`src/sv/lbd_pkg.sv`:
```
`default_nettype none

package lbd_pkg;

    localparam int NUM_LEDS_DEF   = 3;
    localparam int MAX_LEVEL_DEF  = 15;
    localparam int NUM_LEVEL_REGS = 3;
    localparam int SCAN_RATE_HZ   = 800;

    localparam int BLINK_W    = 16;
    localparam int LEVEL_W    = 4;
    localparam int DIM_W      = 4;
    localparam int IDX_W      = 2;
    localparam int MAXL_W     = 8;
    localparam int CFG_IDX_W  = 8;
    localparam int CFG_DATA_W = 16;

    localparam logic [BLINK_W-1:0] BLINK_HALF_RESET = BLINK_W'(SCAN_RATE_HZ / 3 / 2);

    typedef enum logic [1:0] {
        OP_TICK  = 2'd0,
        OP_WRITE = 2'd1,
        OP_BLINK = 2'd2,
        OP_CLEAR = 2'd3
    } op_t;

    localparam logic [CFG_IDX_W-1:0] REG_BLINK_HALF = CFG_IDX_W'(0);
    localparam logic [CFG_IDX_W-1:0] REG_LEVEL0     = CFG_IDX_W'(1);
    localparam logic [CFG_IDX_W-1:0] REG_LEVEL1     = CFG_IDX_W'(2);
    localparam logic [CFG_IDX_W-1:0] REG_LEVEL2     = CFG_IDX_W'(3);

    typedef struct packed {
        logic [BLINK_W-1:0]                     blink_half_period;
        logic [NUM_LEVEL_REGS-1:0][LEVEL_W-1:0] level;
    } cfg_t;

    typedef struct packed {
        op_t              operation;
        logic [IDX_W-1:0] led_index;
        logic             value;
    } item_t;

    typedef struct packed {
        logic             pin_update;
        logic [IDX_W-1:0] pin_index;
        logic             pin_level;
        logic             blinking_status;
    } result_t;

endpackage

`default_nettype wire

```
`src/sv/led_blink_dim_scanner.sv`:
```
// LED scan, blink and dim controller.
// Input channel (s_valid/s_ready): one command word per handshake with
// s_operation (tick, write on/off, set blinking, clear all), s_led_index
// and s_value. Every word returns exactly one result word on the m_
// channel: pin drive on a tick, and the blink enable of the addressed LED.
// Configuration (cfg_valid/cfg_ready, cfg_index, cfg_data): register 0 is
// the blink half period, registers 1 to 3 the LED levels; cfg_ready is
// always high, and writes belong in idle periods.
// A result word passes from the input handshake into the input register,
// then through the per-LED update into the result register when that
// register is empty or being read. Throughput is one word per cycle while
// the receiver takes results; all LED state updates from the input
// register as the word moves on, so back-to-back words then never wait.
// When the receiver stalls, the result register holds and the input
// register fills; s_ready drops only when both are full.
// Reset (aresetn, synchronous, active low) empties both registers, clears
// all LED state and counters, and loads the register defaults.
`default_nettype none

module led_blink_dim_scanner #(
    parameter int NUM_LEDS  = lbd_pkg::NUM_LEDS_DEF,
    parameter int MAX_LEVEL = lbd_pkg::MAX_LEVEL_DEF
) (
    input  wire logic                            aclk,
    input  wire logic                            aresetn,

    input  wire logic                            s_valid,
    output logic                                 s_ready,
    input  wire logic [1:0]                      s_operation,
    input  wire logic [lbd_pkg::IDX_W-1:0]       s_led_index,
    input  wire logic                            s_value,

    output logic                                 m_valid,
    input  wire logic                            m_ready,
    output logic                                 m_pin_update,
    output logic [lbd_pkg::IDX_W-1:0]            m_pin_index,
    output logic                                 m_pin_level,
    output logic                                 m_blinking_status,

    input  wire logic                            cfg_valid,
    output logic                                 cfg_ready,
    input  wire logic [lbd_pkg::CFG_IDX_W-1:0]   cfg_index,
    input  wire logic [lbd_pkg::CFG_DATA_W-1:0]  cfg_data
);

    lbd_pkg::cfg_t    cfg;
    lbd_pkg::item_t   item_reg;
    lbd_pkg::result_t result;
    lbd_pkg::result_t res_reg;

    logic in_valid_reg;
    logic in_valid_next;
    logic out_valid_reg;
    logic out_valid_next;
    logic advance;
    logic s_fire;

    assign cfg_ready = 1'b1;
    assign advance   = in_valid_reg && (!out_valid_reg || m_ready);
    assign s_ready   = !in_valid_reg || advance;
    assign s_fire    = s_valid && s_ready;

    lbd_cfg_regs #(
        .MAX_LEVEL (MAX_LEVEL)
    ) u_cfg (
        .aclk      (aclk),
        .aresetn   (aresetn),
        .cfg_we    (cfg_valid && cfg_ready),
        .cfg_index (cfg_index),
        .cfg_data  (cfg_data),
        .cfg       (cfg)
    );

    lbd_led_core #(
        .NUM_LEDS  (NUM_LEDS),
        .MAX_LEVEL (MAX_LEVEL)
    ) u_core (
        .aclk      (aclk),
        .aresetn   (aresetn),
        .item_fire (advance),
        .item      (item_reg),
        .cfg       (cfg),
        .result    (result)
    );

    always_comb begin
        in_valid_next = in_valid_reg;
        if (s_fire) begin
            in_valid_next = 1'b1;
        end else if (advance) begin
            in_valid_next = 1'b0;
        end
        out_valid_next = out_valid_reg;
        if (advance) begin
            out_valid_next = 1'b1;
        end else if (m_ready) begin
            out_valid_next = 1'b0;
        end
    end

    always_ff @(posedge aclk) begin
        if (!aresetn) begin
            in_valid_reg  <= 1'b0;
            out_valid_reg <= 1'b0;
        end else begin
            in_valid_reg  <= in_valid_next;
            out_valid_reg <= out_valid_next;
        end
    end

    always_ff @(posedge aclk) begin
        if (s_fire) begin
            item_reg.operation <= lbd_pkg::op_t'(s_operation);
            item_reg.led_index <= s_led_index;
            item_reg.value     <= s_value;
        end
        if (advance) begin
            res_reg <= result;
        end
    end

    assign m_valid           = out_valid_reg;
    assign m_pin_update      = res_reg.pin_update;
    assign m_pin_index       = res_reg.pin_index;
    assign m_pin_level       = res_reg.pin_level;
    assign m_blinking_status = res_reg.blinking_status;

    a_empty_input_ready : assert property (@(posedge aclk) disable iff (!aresetn)
        !in_valid_reg |-> s_ready)
        else $error("input register empty but not ready");

    a_item_moves : assert property (@(posedge aclk) disable iff (!aresetn)
        in_valid_reg && !out_valid_reg |=> out_valid_reg)
        else $error("pending word did not reach the result register");

    a_idle_pins : assert property (@(posedge aclk) disable iff (!aresetn)
        m_valid && !m_pin_update |-> (m_pin_index == '0) && !m_pin_level)
        else $error("pin fields driven on a non-tick result");

endmodule

`default_nettype wire

```
`src/sv/lbd_cfg_regs.sv`:
```
`default_nettype none

module lbd_cfg_regs #(
    parameter int MAX_LEVEL = lbd_pkg::MAX_LEVEL_DEF
) (
    input  wire logic                             aclk,
    input  wire logic                             aresetn,
    input  wire logic                             cfg_we,
    input  wire logic [lbd_pkg::CFG_IDX_W-1:0]    cfg_index,
    input  wire logic [lbd_pkg::CFG_DATA_W-1:0]   cfg_data,
    output lbd_pkg::cfg_t                         cfg
);

    localparam logic [lbd_pkg::MAXL_W-1:0]  MAX_LEVEL_W = MAX_LEVEL[lbd_pkg::MAXL_W-1:0];
    localparam logic [lbd_pkg::LEVEL_W-1:0] LEVEL_RESET = MAX_LEVEL_W[lbd_pkg::LEVEL_W-1:0];

    lbd_pkg::cfg_t cfg_reg;
    lbd_pkg::cfg_t cfg_next;

    always_comb begin
        cfg_next = cfg_reg;
        if (cfg_we) begin
            unique case (cfg_index)
                lbd_pkg::REG_BLINK_HALF: begin
                    cfg_next.blink_half_period = cfg_data[lbd_pkg::BLINK_W-1:0];
                end
                lbd_pkg::REG_LEVEL0: begin
                    cfg_next.level[0] = cfg_data[lbd_pkg::LEVEL_W-1:0];
                end
                lbd_pkg::REG_LEVEL1: begin
                    cfg_next.level[1] = cfg_data[lbd_pkg::LEVEL_W-1:0];
                end
                lbd_pkg::REG_LEVEL2: begin
                    cfg_next.level[2] = cfg_data[lbd_pkg::LEVEL_W-1:0];
                end
                default: begin
                end
            endcase
        end
    end

    always_ff @(posedge aclk) begin
        if (!aresetn) begin
            cfg_reg.blink_half_period <= lbd_pkg::BLINK_HALF_RESET;
            cfg_reg.level             <= {lbd_pkg::NUM_LEVEL_REGS{LEVEL_RESET}};
        end else begin
            cfg_reg <= cfg_next;
        end
    end

    assign cfg = cfg_reg;

endmodule

`default_nettype wire

```
`src/sv/lbd_led_core.sv`:
```
`default_nettype none

module lbd_led_core #(
    parameter int NUM_LEDS  = lbd_pkg::NUM_LEDS_DEF,
    parameter int MAX_LEVEL = lbd_pkg::MAX_LEVEL_DEF
) (
    input  wire logic       aclk,
    input  wire logic       aresetn,
    input  wire logic       item_fire,
    input  lbd_pkg::item_t  item,
    input  lbd_pkg::cfg_t   cfg,
    output lbd_pkg::result_t result
);

    localparam int SCAN_W = (NUM_LEDS > 1) ? $clog2(NUM_LEDS) : 1;
    localparam logic [SCAN_W-1:0] LAST_POS = SCAN_W'(NUM_LEDS - 1);
    localparam logic [lbd_pkg::MAXL_W-1:0] MAX_LEVEL_W = MAX_LEVEL[lbd_pkg::MAXL_W-1:0];

    logic [SCAN_W-1:0] scan_pos_reg;
    logic [SCAN_W-1:0] scan_pos_next;
    logic [SCAN_W+1:0] scan_pos_ext;

    logic is_tick;
    logic is_write;
    logic is_blink;
    logic is_clear;

    logic [NUM_LEDS-1:0] lit_vec;
    logic [NUM_LEDS-1:0] enable_next_vec;
    logic                lit_sel;
    logic                status;

    assign is_tick  = (item.operation == lbd_pkg::OP_TICK);
    assign is_write = (item.operation == lbd_pkg::OP_WRITE);
    assign is_blink = (item.operation == lbd_pkg::OP_BLINK);
    assign is_clear = (item.operation == lbd_pkg::OP_CLEAR);

    for (genvar i = 0; i < NUM_LEDS; i++) begin : g_led
        logic                          led_on_reg;
        logic                          led_on_next;
        logic                          enable_reg;
        logic                          enable_next;
        logic                          phase_reg;
        logic                          phase_next;
        logic [lbd_pkg::BLINK_W-1:0]   bcnt_reg;
        logic [lbd_pkg::BLINK_W-1:0]   bcnt_next;
        logic [lbd_pkg::DIM_W-1:0]     dcnt_reg;
        logic [lbd_pkg::DIM_W-1:0]     dcnt_next;
        logic [lbd_pkg::MAXL_W-1:0]    level_w;
        logic                          sel_scan;
        logic                          sel_addr;
        logic                          blink_wrap;
        logic                          phase_tick;
        logic                          pass_blink;
        logic                          dim_active;
        logic                          dim_hit;

        if (i < lbd_pkg::NUM_LEVEL_REGS) begin : g_level
            assign level_w = {{(lbd_pkg::MAXL_W - lbd_pkg::LEVEL_W){1'b0}}, cfg.level[i]};
        end else begin : g_full
            assign level_w = MAX_LEVEL_W;
        end

        assign sel_scan   = is_tick && (int'(scan_pos_reg) == i);
        assign sel_addr   = (int'(item.led_index) == i);
        assign blink_wrap = (bcnt_reg >= cfg.blink_half_period);
        assign phase_tick = blink_wrap ? !phase_reg : phase_reg;
        assign pass_blink = !enable_reg || !phase_tick;
        assign dim_active = pass_blink && (level_w < MAX_LEVEL_W);
        assign dim_hit    = dim_active && (dcnt_reg == level_w[lbd_pkg::DIM_W-1:0]);

        always_comb begin
            led_on_next = led_on_reg;
            enable_next = enable_reg;
            phase_next  = phase_reg;
            bcnt_next   = bcnt_reg;
            dcnt_next   = dcnt_reg;
            if (sel_scan) begin
                if (enable_reg) begin
                    bcnt_next  = blink_wrap ? '0 : bcnt_reg + 1'b1;
                    phase_next = phase_tick;
                end
                if (dim_active) begin
                    dcnt_next = dim_hit ? '0 : dcnt_reg + 1'b1;
                end
            end
            if (is_write && sel_addr) begin
                led_on_next = item.value;
            end
            if (is_blink && sel_addr) begin
                enable_next = item.value;
                phase_next  = 1'b0;
            end
            if (is_clear) begin
                led_on_next = 1'b0;
                enable_next = 1'b0;
                phase_next  = 1'b0;
            end
        end

        always_ff @(posedge aclk) begin
            if (!aresetn) begin
                led_on_reg <= 1'b0;
                enable_reg <= 1'b0;
                phase_reg  <= 1'b0;
                bcnt_reg   <= '0;
                dcnt_reg   <= '0;
            end else if (item_fire) begin
                led_on_reg <= led_on_next;
                enable_reg <= enable_next;
                phase_reg  <= phase_next;
                bcnt_reg   <= bcnt_next;
                dcnt_reg   <= dcnt_next;
            end
        end

        assign lit_vec[i]         = pass_blink && !dim_hit && led_on_reg;
        assign enable_next_vec[i] = enable_next;
    end

    always_comb begin
        lit_sel = 1'b0;
        status  = 1'b0;
        for (int i = 0; i < NUM_LEDS; i++) begin
            if (int'(scan_pos_reg) == i) begin
                lit_sel = lit_vec[i];
            end
            if (int'(item.led_index) == i) begin
                status = enable_next_vec[i];
            end
        end
    end

    always_comb begin
        scan_pos_next = scan_pos_reg;
        if (is_tick) begin
            scan_pos_next = (scan_pos_reg == LAST_POS) ? '0 : scan_pos_reg + 1'b1;
        end
    end

    always_ff @(posedge aclk) begin
        if (!aresetn) begin
            scan_pos_reg <= '0;
        end else if (item_fire) begin
            scan_pos_reg <= scan_pos_next;
        end
    end

    assign scan_pos_ext = {2'b00, scan_pos_reg};

    always_comb begin
        result.pin_update      = is_tick;
        result.pin_index       = is_tick ? scan_pos_ext[lbd_pkg::IDX_W-1:0] : '0;
        result.pin_level       = is_tick && lit_sel;
        result.blinking_status = status;
    end

endmodule

`default_nettype wire

```
`config.mk`:
```
export PLATFORM = sky130hd
export DESIGN_NAME = led_blink_dim_scanner
export DESIGN_NICKNAME = d
export VERILOG_FILES = /design/src/sv/lbd_pkg.sv /design/src/sv/led_blink_dim_scanner.sv /design/src/sv/lbd_cfg_regs.sv /design/src/sv/lbd_led_core.sv
export SDC_FILE = /design/constraint.sdc
export NUM_CORES = 1
export LEC_CHECK = 0
export BUFFER_PORTS_ARGS = -buffer_cell sky130_fd_sc_hd__buf_2
export CAP_MARGIN = 25
export CORE_MARGIN = 10
export CORE_UTILIZATION = 46
export DETAILED_ROUTE_END_ITERATION = 10
export GPL_ROUTABILITY_DRIVEN = 0
export SYNTH_ARGS = -nofsm -noshare
export SYNTH_HDL_FRONTEND = slang
export SYNTH_SLANG_ARGS = --single-unit
```
`constraint.sdc`:
```
create_clock -name aclk -period 5.7 [get_ports aclk]
set_input_delay 1.14 -clock aclk [delete_from_list [all_inputs] [get_ports aclk]]
set_output_delay 1.14 -clock aclk [all_outputs]
set_load 0.05 [all_outputs]
```
==> results.toml, run 1 <==
[status]
status = "completed"

[die]
die_h_um = 136.5
rows = 42
pin_count = 42
die-width_um = 136.5
initial_core_util = 0.4712
coreArea_mm2 = 0.01324
die_area_mm2 = 0.01862

[sta]
tightestPinTransition_ns = 0.7100
slew_viol_final = 0
hold_viol_final = 0
skew_ns = 0.008435
slew_headroom = 0.5223
tns_ns = 0
grt_setup_unrepaired = "no"
setup_viol = 0
layout_min_cycle_time_ns = 2.979
max_clock_freq_ghz = 0.3357
period_share = 0.5227

[yosys]
synth_fp_nets = 796
ys_seq_area_frac = 0.3722
post_synth_num_cell_types = 61
synthArstFlopShare = 0
ys_ff_latch = 111
ys.flop_type = "dfxtp_1"
syn_area_mm2 = 0.006240
ys.warnings.count = 0
syn_area_per_cell_um2 = 8.813
synth_edf_count = 10
synth_cells = 708

[drt]
routedWlPerCell_um = 14.98
detailedRoute.firstIterationViolations = 232
route.antenna.remaining_nets = 0
vias_per_cell = 5.371
dr.pass1.iters = 5
num_vias = 4974
routed_wl_um = 13880
drc = 0

[setup_path]
critPathCaptureType = "flop"
startpoint_type = "flop"
cp_max_fo = 6
cpPeakStageDelay_ns = 0.48
crit_type = "reg -> reg"
cp.arrival_ns = 3.16
slowest_stage = "a2111oi_0"
cp.required_ns = 5.88
path_cells = "inv_1 > ha_1 > nand2b_1 > a2111oi_0 > o211ai_1 > and3_1 > nor3_2 > nand4_1 > a221oi_1"

[min_path]
hp-class = "reg -> reg"

[cts]
hold_buffers = 0
cts.sinks = 111
clockRootBuffer = "clkbuf_16"
cts_buffer_depth = 2
h-tree-depth = 3
cts_tree = "done"
cts_setup_buffers = 0
clk_latency_ns = 0.36
clk_transition_reported_paths_ns = 0.08
cts_made_buffers = 9
post_cts_resized = 0

[pwr]
vdd_drop_max_mv = 0.1939
leakagePower_nw = 2.693
pwr_density_cell_mw_per_mm2 = 214.0

[placed_design]
numPortBuffers = 40
place_hpwl_um = 10700
dp.cells = 909

[layout]
synthToLayoutAreaGrowth_pct = 10.41
n_antenna_cell = 0
largest_register_ffs = 48
fin_nets = 833
n_fill_cell = 1253
final_cells = 926
drive_gt1_frac = 0.1053

[grt]
antenna_found_initial = 0
grt_max_degree = 45
grt-ovfl-total = 0
grt_usage = 0.1523
grt_pass1_vias = 4733
grt_pass1_wl_um = 23090

[run]
maxCapViolations = 0
area by class of cell:
type,instances,area (um2),share of cell area
repair buffers,44,230.2,0.03342
inverters,36,137.6,0.01998
flip-flops and latches,111,2322,0.3371
multi-input cells,543,3699,0.5369
clock inverters,7,55.05,0.007991
well taps,176,220.2,0.03197
clock buffers,9,225.2,0.03269
cells in the final DEF, fill, tap and decap left out, types with 6 or more instances in the layout:
cell and n:
or3_1 13, a21boi_0 7, o21a_1 6, o21ai_0 25, clkbuf_16 9, nand2b_1 9, nand2_1 70, nand4_1 20
dfxtp_1 101, and3_1 11, inv_1 34, and2_1 12, nor2b_1 26, ha_1 54, a21oi_1 33, nor3_1 12
nand3_1 22, buf_2 40, edfxtp_1 10, xor2_1 15, xnor2_1 31, nor2_1 66, mux2i_1 34
cell families (layout without fill, tap and decap cells):
| kind of cell | after synthesis | in the layout | share of synthesized area |
|---|---|---|---|
| fa+ha+maj | 54 | 54 | 0.1083 |
| simple gates | 296 | 296 | 0.2493 |
| xor+xnor | 46 | 46 | 0.06457 |
| flops | 111 | 111 | 0.3722 |
| other cells | 1 | 1 | 0.0006010 |
| buf+inv | 54 | 96 | 0.03589 |
| compound gates | 112 | 112 | 0.1147 |
| mux | 34 | 34 | 0.05454 |
metal layers:
metal  share of wire  GRT usage
met5               0          0
met1            0.46     0.1880
met3           0.031    0.03321
met4           0.017    0.05030
met2            0.50     0.2566
critical path, delay by kind of cell (launching register included):
kind	cells	cell delay (ns)
AND/OR/NAND/NOR	4	0.97
adder cells (fa/ha/maj)	1	0.26
buffers and inverters	1	0.08
flip-flops	1	0.45
AO/OA/AOI/OAI	3	1.02
through the flow:
stage / util / cell area, um2 / hold slack, ns / setup WS [ns] / total power, mW
6_report: 0.5202 / 6889 / 0.4966 / 2.721 / 1.474
5_1_grt: 0.5202 / 6889 / 0.5359 / 2.524 / 1.529
2_1_floorplan: - / 6240 / 0.4558 / 2.826 / 0.8601
3_3_place_gp: 0.4979 / 6594 / 0.4832 / 2.727 / 0.8851
4_1_cts: 0.5197 / 6882 / 0.5017 / 2.745 / 1.497
3_5_place_dp: 0.4985 / 6601 / 0.4881 / 2.649 / 0.8866
final timing paths:
| path | startpoint | end | slack (ns) | cells after the start |
|---|---|---|---|---|
| hold reg to reg | u_core.g_led[0].led_on_reg | u_core.g_led[0].led_on_reg | 0.50 | 2 |
| setup reg to reg | u_core.g_led[1].bcnt_reg[0] | m_pin_level | 2.72 | 9 |
| setup / recovery | u_core.g_led[1].bcnt_reg[0] | m_pin_level | 2.72 | 9 |
| hold / removal | u_core.g_led[0].led_on_reg | u_core.g_led[0].led_on_reg | 0.50 | 2 |
synthesized netlist by cell type, types with 20 or more instances:
cell type | instances | share of area
ha_1 | 54 | 0.11
nor2b_1 | 26 | 0.026
mux2i_1 | 34 | 0.055
a21oi_1 | 33 | 0.026
nand4_1 | 20 | 0.020
xnor2_1 | 31 | 0.044
nand2_1 | 70 | 0.042
nand3_1 | 22 | 0.018
o21ai_0 | 25 | 0.020
nor2_1 | 66 | 0.040
dfxtp_1 | 101 | 0.32
inv_1 | 34 | 0.020
power breakdown:
part / switching (mW) / internal (mW)
Combinational: 0.0429 / 0.0243
Sequential: 0.00852 / 0.793
Clock: 0.304 / 0.301
Total: 0.355 / 1.12
Power figures use the tool's default switching activity.
==> run 2: changes to the inputs <==
==> constraint.sdc (replaced) <==
create_clock -name aclk -period 2.8 [get_ports aclk]
set_input_delay 0.56 -clock aclk [delete_from_list [all_inputs] [get_ports aclk]]
set_output_delay 0.56 -clock aclk [all_outputs]
set_load 0.05 [all_outputs]
==> results.toml, run 2 (same netlist as run 1, synthesis figures left out) <==
[run]
maxCapViolations = 0

[placed_design]
place_hpwl_um = 10890
dp.cells = 915
dpl_cell_area_mm2 = 0.006659
numPortBuffers = 40
place_ws_ns = 0.03340

[drt]
route.antenna.remaining_nets = 0
dr.pass1.iters = 6
routedWlPerCell_um = 15.22
detailedRoute.firstIterationViolations = 239
drc = 0
num_vias = 5001
vias_per_cell = 5.366
routed_wl_um = 14190

[sta]
setup_viol = 0
tightestPinTransition_ns = 0.7584
layout_min_cycle_time_ns = 2.591
slew_headroom = 0.4898
slew_viol_final = 0
period_share = 0.9254
hold_ws_ns = 0.3711
tns_ns = 0
skew_ns = 0.005607
hold_viol_final = 0
worst_slack_ns = 0.2088
max_clock_freq_ghz = 0.3859

[layout]
final_cells = 932
synthToLayoutAreaGrowth_pct = 11.29
design_area_mm2 = 0.006944
final_cell_mix = "dfxtp_1 (101), nand2_1 (70), nor2_1 (66)"
layout_commonest_cell = "dfxtp_1"
n_antenna_cell = 0
drive_gt1_frac = 0.1124
fin_nets = 839
largest_register_ffs = 48

[setup_path]
slowest_stage = "dfxtp_1"
cp_max_fo = 6
cpPeakStageDelay_ns = 0.39
timing.critical_path.buf_inv = 2
crit_type = "reg -> reg"
cp.arrival_ns = 2.69
startpoint_type = "flop"
path_cells = "inv_1 > ha_1 > nand2b_1 > a2111oi_0 > o311ai_0 > a21oi_1 > buf_4 > mux2i_2 > nand3b_1 > a221oi_1"
cp.required_ns = 2.90
critPathCaptureType = "flop"
critPathTopFamily = "compound AO/OA/AOI/OAI gates"

[pwr]
pwr_density_cell_mw_per_mm2 = 428.5
leakagePower_nw = 2.714
vdd_drop_max_mv = 0.3324

[cts]
cts_tree = "done"
cts_made_buffers = 9
clk_transition_reported_paths_ns = 0.07
cts.sinks = 111
clockRootBuffer = "clkbuf_16"
clk_latency_ns = 0.36
h-tree-depth = 3
cts_buffer_depth = 2

[grt]
antenna_found_initial = 0
use_met2 = 0.2676
grt_use_met3 = 0.02657
grt-ovfl-total = 0
grt_max_degree = 45
busiest_layer = "met2"
grt_pass1_vias = 4812
grt_usage = 0.1576
grt_pass1_wl_um = 23520
grt_util_met1 = 0.1899

[die]
die_h_um = 136.5
pin_count = 42
coreArea_mm2 = 0.01324
die-width_um = 136.5
die_area_mm2 = 0.01862
rows = 42
initial_core_util = 0.4712

[status]
status = "completed"

[min_path]
hp-class = "in -> reg"
==> run 2: metal layers <==
metal	wire length, um	share of wire	vias to the layer above
li1	-	-	2571
met1	6472	0.46	2346
met2	6953	0.49	63
met3	407	0.029	21
met4	351	0.025	0
met5	0	0	-
==> run 2: timing repair <==
item / in CTS / in global routing
gates resized for setup: 0 / 3
endpoints found under the setup margin: 0 / 6
hold buffers: 0 / 0
buffers inserted: 0 / 1
==> run 2: cell type report <==
class	count	area (um2)
Fill cell	1291	6299
Clock buffer	10	229.0
Sequential cell	111	2322
Timing Repair Buffer	50	287.8
Inverter	36	137.6
Multi-Input combinational cell	543	3710
Clock inverter	6	37.54
Tap cell	176	220.2
==> run 2: power by group <==
part	switching [mW]	internal (mW)	total, mW
Sequential	0.0186	1.61	1.63
Combinational	0.0874	0.0518	0.139
Clock	0.603	0.600	1.20
==> run 2: final timing paths <==
path                            slack [ns]                          end                         from  cells past startpoint
worst max-delay path                  0.21                  m_pin_level  u_core.g_led[2].bcnt_reg[0]                     10
worst min-delay path                  0.37                  item_reg[4]               s_operation[1]                      1
worst max register to register        0.21                  m_pin_level  u_core.g_led[2].bcnt_reg[0]                     10
worst min register to register        0.50  u_core.g_led[2].bcnt_reg[0]  u_core.g_led[2].bcnt_reg[0]                      2
==> run 2: stage by stage <==
| step | utilization | total power, mW |
|---|---|---|
| finish | 0.5244 | 2.976 |
| global route | 0.5244 | 3.080 |
| CTS | 0.5230 | 3.006 |
| detailed placement | 0.5028 | 1.810 |
| global placement | 0.5028 | 1.808 |
| floorplan | - | 1.751 |
==> run 3: changes to the inputs <==
==> constraint.sdc (replaced) <==
create_clock -name aclk -period 2.8 [get_ports aclk]
set_input_delay 0.14 -clock aclk [delete_from_list [all_inputs] [get_ports aclk]]
set_output_delay 0.14 -clock aclk [all_outputs]
set_load 0.05 [all_outputs]
==> results.toml, run 3 (same netlist as run 1, synthesis figures left out) <==
[status]
status = "completed"

[cts]
cts_buffer_depth = 2
clk_transition_reported_paths_ns = 0.07
cts_setup_buffers = 0
h-tree-depth = 3
cts_made_buffers = 9
cts_tree = "done"
cts.sinks = 111
clockRootBuffer = "clkbuf_16"
clk_latency_ns = 0.36

[sta]
tightestPinTransition_ns = 0.8023
setup_viol = 0
tns_ns = 0
hold_ws_ns = 0.02322
hold_viol_final = 0
skew_ns = 0.01011
period_share = 0.9275
grt_setup_unrepaired = "no"
layout_min_cycle_time_ns = 2.597
max_clock_freq_ghz = 0.3851
slew_viol_final = 0
worst_slack_ns = 0.2030
slew_headroom = 0.4651

[setup_path]
path_cells = "inv_1 > ha_1 > nand2b_1 > a2111oi_2 > o311ai_0 > a21oi_2 > mux2i_4 > nand3b_1 > a221oi_1"
cp.required_ns = 2.90
rr_worst_depth = 9
critPathCaptureType = "flop"
crit_type = "reg -> reg"
cp_max_fo = 6
cpPeakStageDelay_ns = 0.39
slowest_stage = "dfxtp_1"
startpoint_type = "flop"
cp.arrival_ns = 2.70

[die]
die-width_um = 136.5
die_area_mm2 = 0.01862
coreArea_mm2 = 0.01324
die_h_um = 136.5
initial_core_util = 0.4712
rows = 42
pin_count = 42

[grt]
grt_max_degree = 46
antenna_found_initial = 0
grt_usage = 0.1583
grt_pass1_wl_um = 23940
grt_pass1_vias = 4933
grt-ovfl-total = 0

[drt]
route.antenna.remaining_nets = 0
num_vias = 5044
detailedRoute.firstIterationViolations = 250
drc = 0
vias_per_cell = 5.389
dr.pass1.iters = 4
routedWlPerCell_um = 15.22
routed_wl_um = 14250

[pwr]
vdd_drop_max_mv = 0.3432
total_power_mw = 3.071
pwr_density_cell_mw_per_mm2 = 436.9
leakagePower_nw = 2.753

[placed_design]
place_hpwl_um = 10990
dp.cells = 915
place_ws_ns = 0.1069
dpl_cell_area_mm2 = 0.006646
numPortBuffers = 40

[layout]
largest_register_ffs = 48
final_cells = 936
fin_nets = 843
postLayoutCoreUtil = 0.5307
n_antenna_cell = 0
synthToLayoutAreaGrowth_pct = 12.63
design_area_mm2 = 0.007028
drive_gt1_frac = 0.1158
final_cell_mix = "dfxtp_1 (101), nand2_1 (70), nor2_1 (66)"
layout_commonest_cell = "dfxtp_1"

[min_path]
min_path_cells = 3
hp-class = "in -> reg"

[run]
maxCapViolations = 0
run 3: cell types whose count changed in the layout (fill, tap and decap cells not counted), sizes merged:
cell	previous run	this run
dlygate4sd3	0	5
buf	50	49
bufinv	0	1
clkbuf	10	9
clkinvlp	2	1
inv	35	36
run 3: final timing paths:
| kind | startpoint | to | slack [ns] |
|---|---|---|---|
| worst max-delay path | u_core.g_led[2].bcnt_reg[0] | m_pin_level | 0.20 |
| worst min-delay path | cfg_data[7] | u_cfg.cfg[19] | 0.02 |
| worst max register to register | u_core.g_led[2].bcnt_reg[0] | m_pin_level | 0.20 |
| worst min register to register | u_core.g_led[0].led_on_reg | u_core.g_led[0].led_on_reg | 0.50 |
run 3: power by group:
group	internal [mW]	switching, mW	leakage [nW]
Combinational	0.0554	0.0890	1.70
Sequential	1.61	0.0185	0.912
Clock	0.696	0.597	0.143
Total	2.37	0.705	2.75
run 3: cell type report:
type,instances,area (um2)
multi-input combinational,543,3732
clock buffer,9,225.2
sequential,111,2322
clock inverter,7,72.57
fill,1284,6215
timing repair buffer,54,317.8
tap,176,220.2
inverter,36,137.6
run 3: worst max-delay path: cells and delay by family (launching register included):
kind	cells	cell delay (ns)
AND/OR/NAND/NOR	2	0.30
AO/OA/AOI/OAI	4	0.95
buffers and inverters	1	0.08
multiplexers	1	0.34
adder cells (fa/ha/maj)	1	0.26
flip-flops	1	0.39
run 3: metal layers:
metal	share of wire	up-vias	routed length, um	GRT usage
met5	0	-	0	0
met3	0.035	24	505	0.03875
li1	-	2583	-	-
met1	0.45	2355	6365	0.1884
met2	0.50	82	7070	0.2700
met4	0.022	0	307	0.05680
run 3: repair_timing:
action / 4_1_cts / 5_1_grt
gates resized for setup: 0 / 7
hold endpoints to repair: 5 / 0
hold buffers: 5 / 0
setup endpoints to repair: 0 / 6
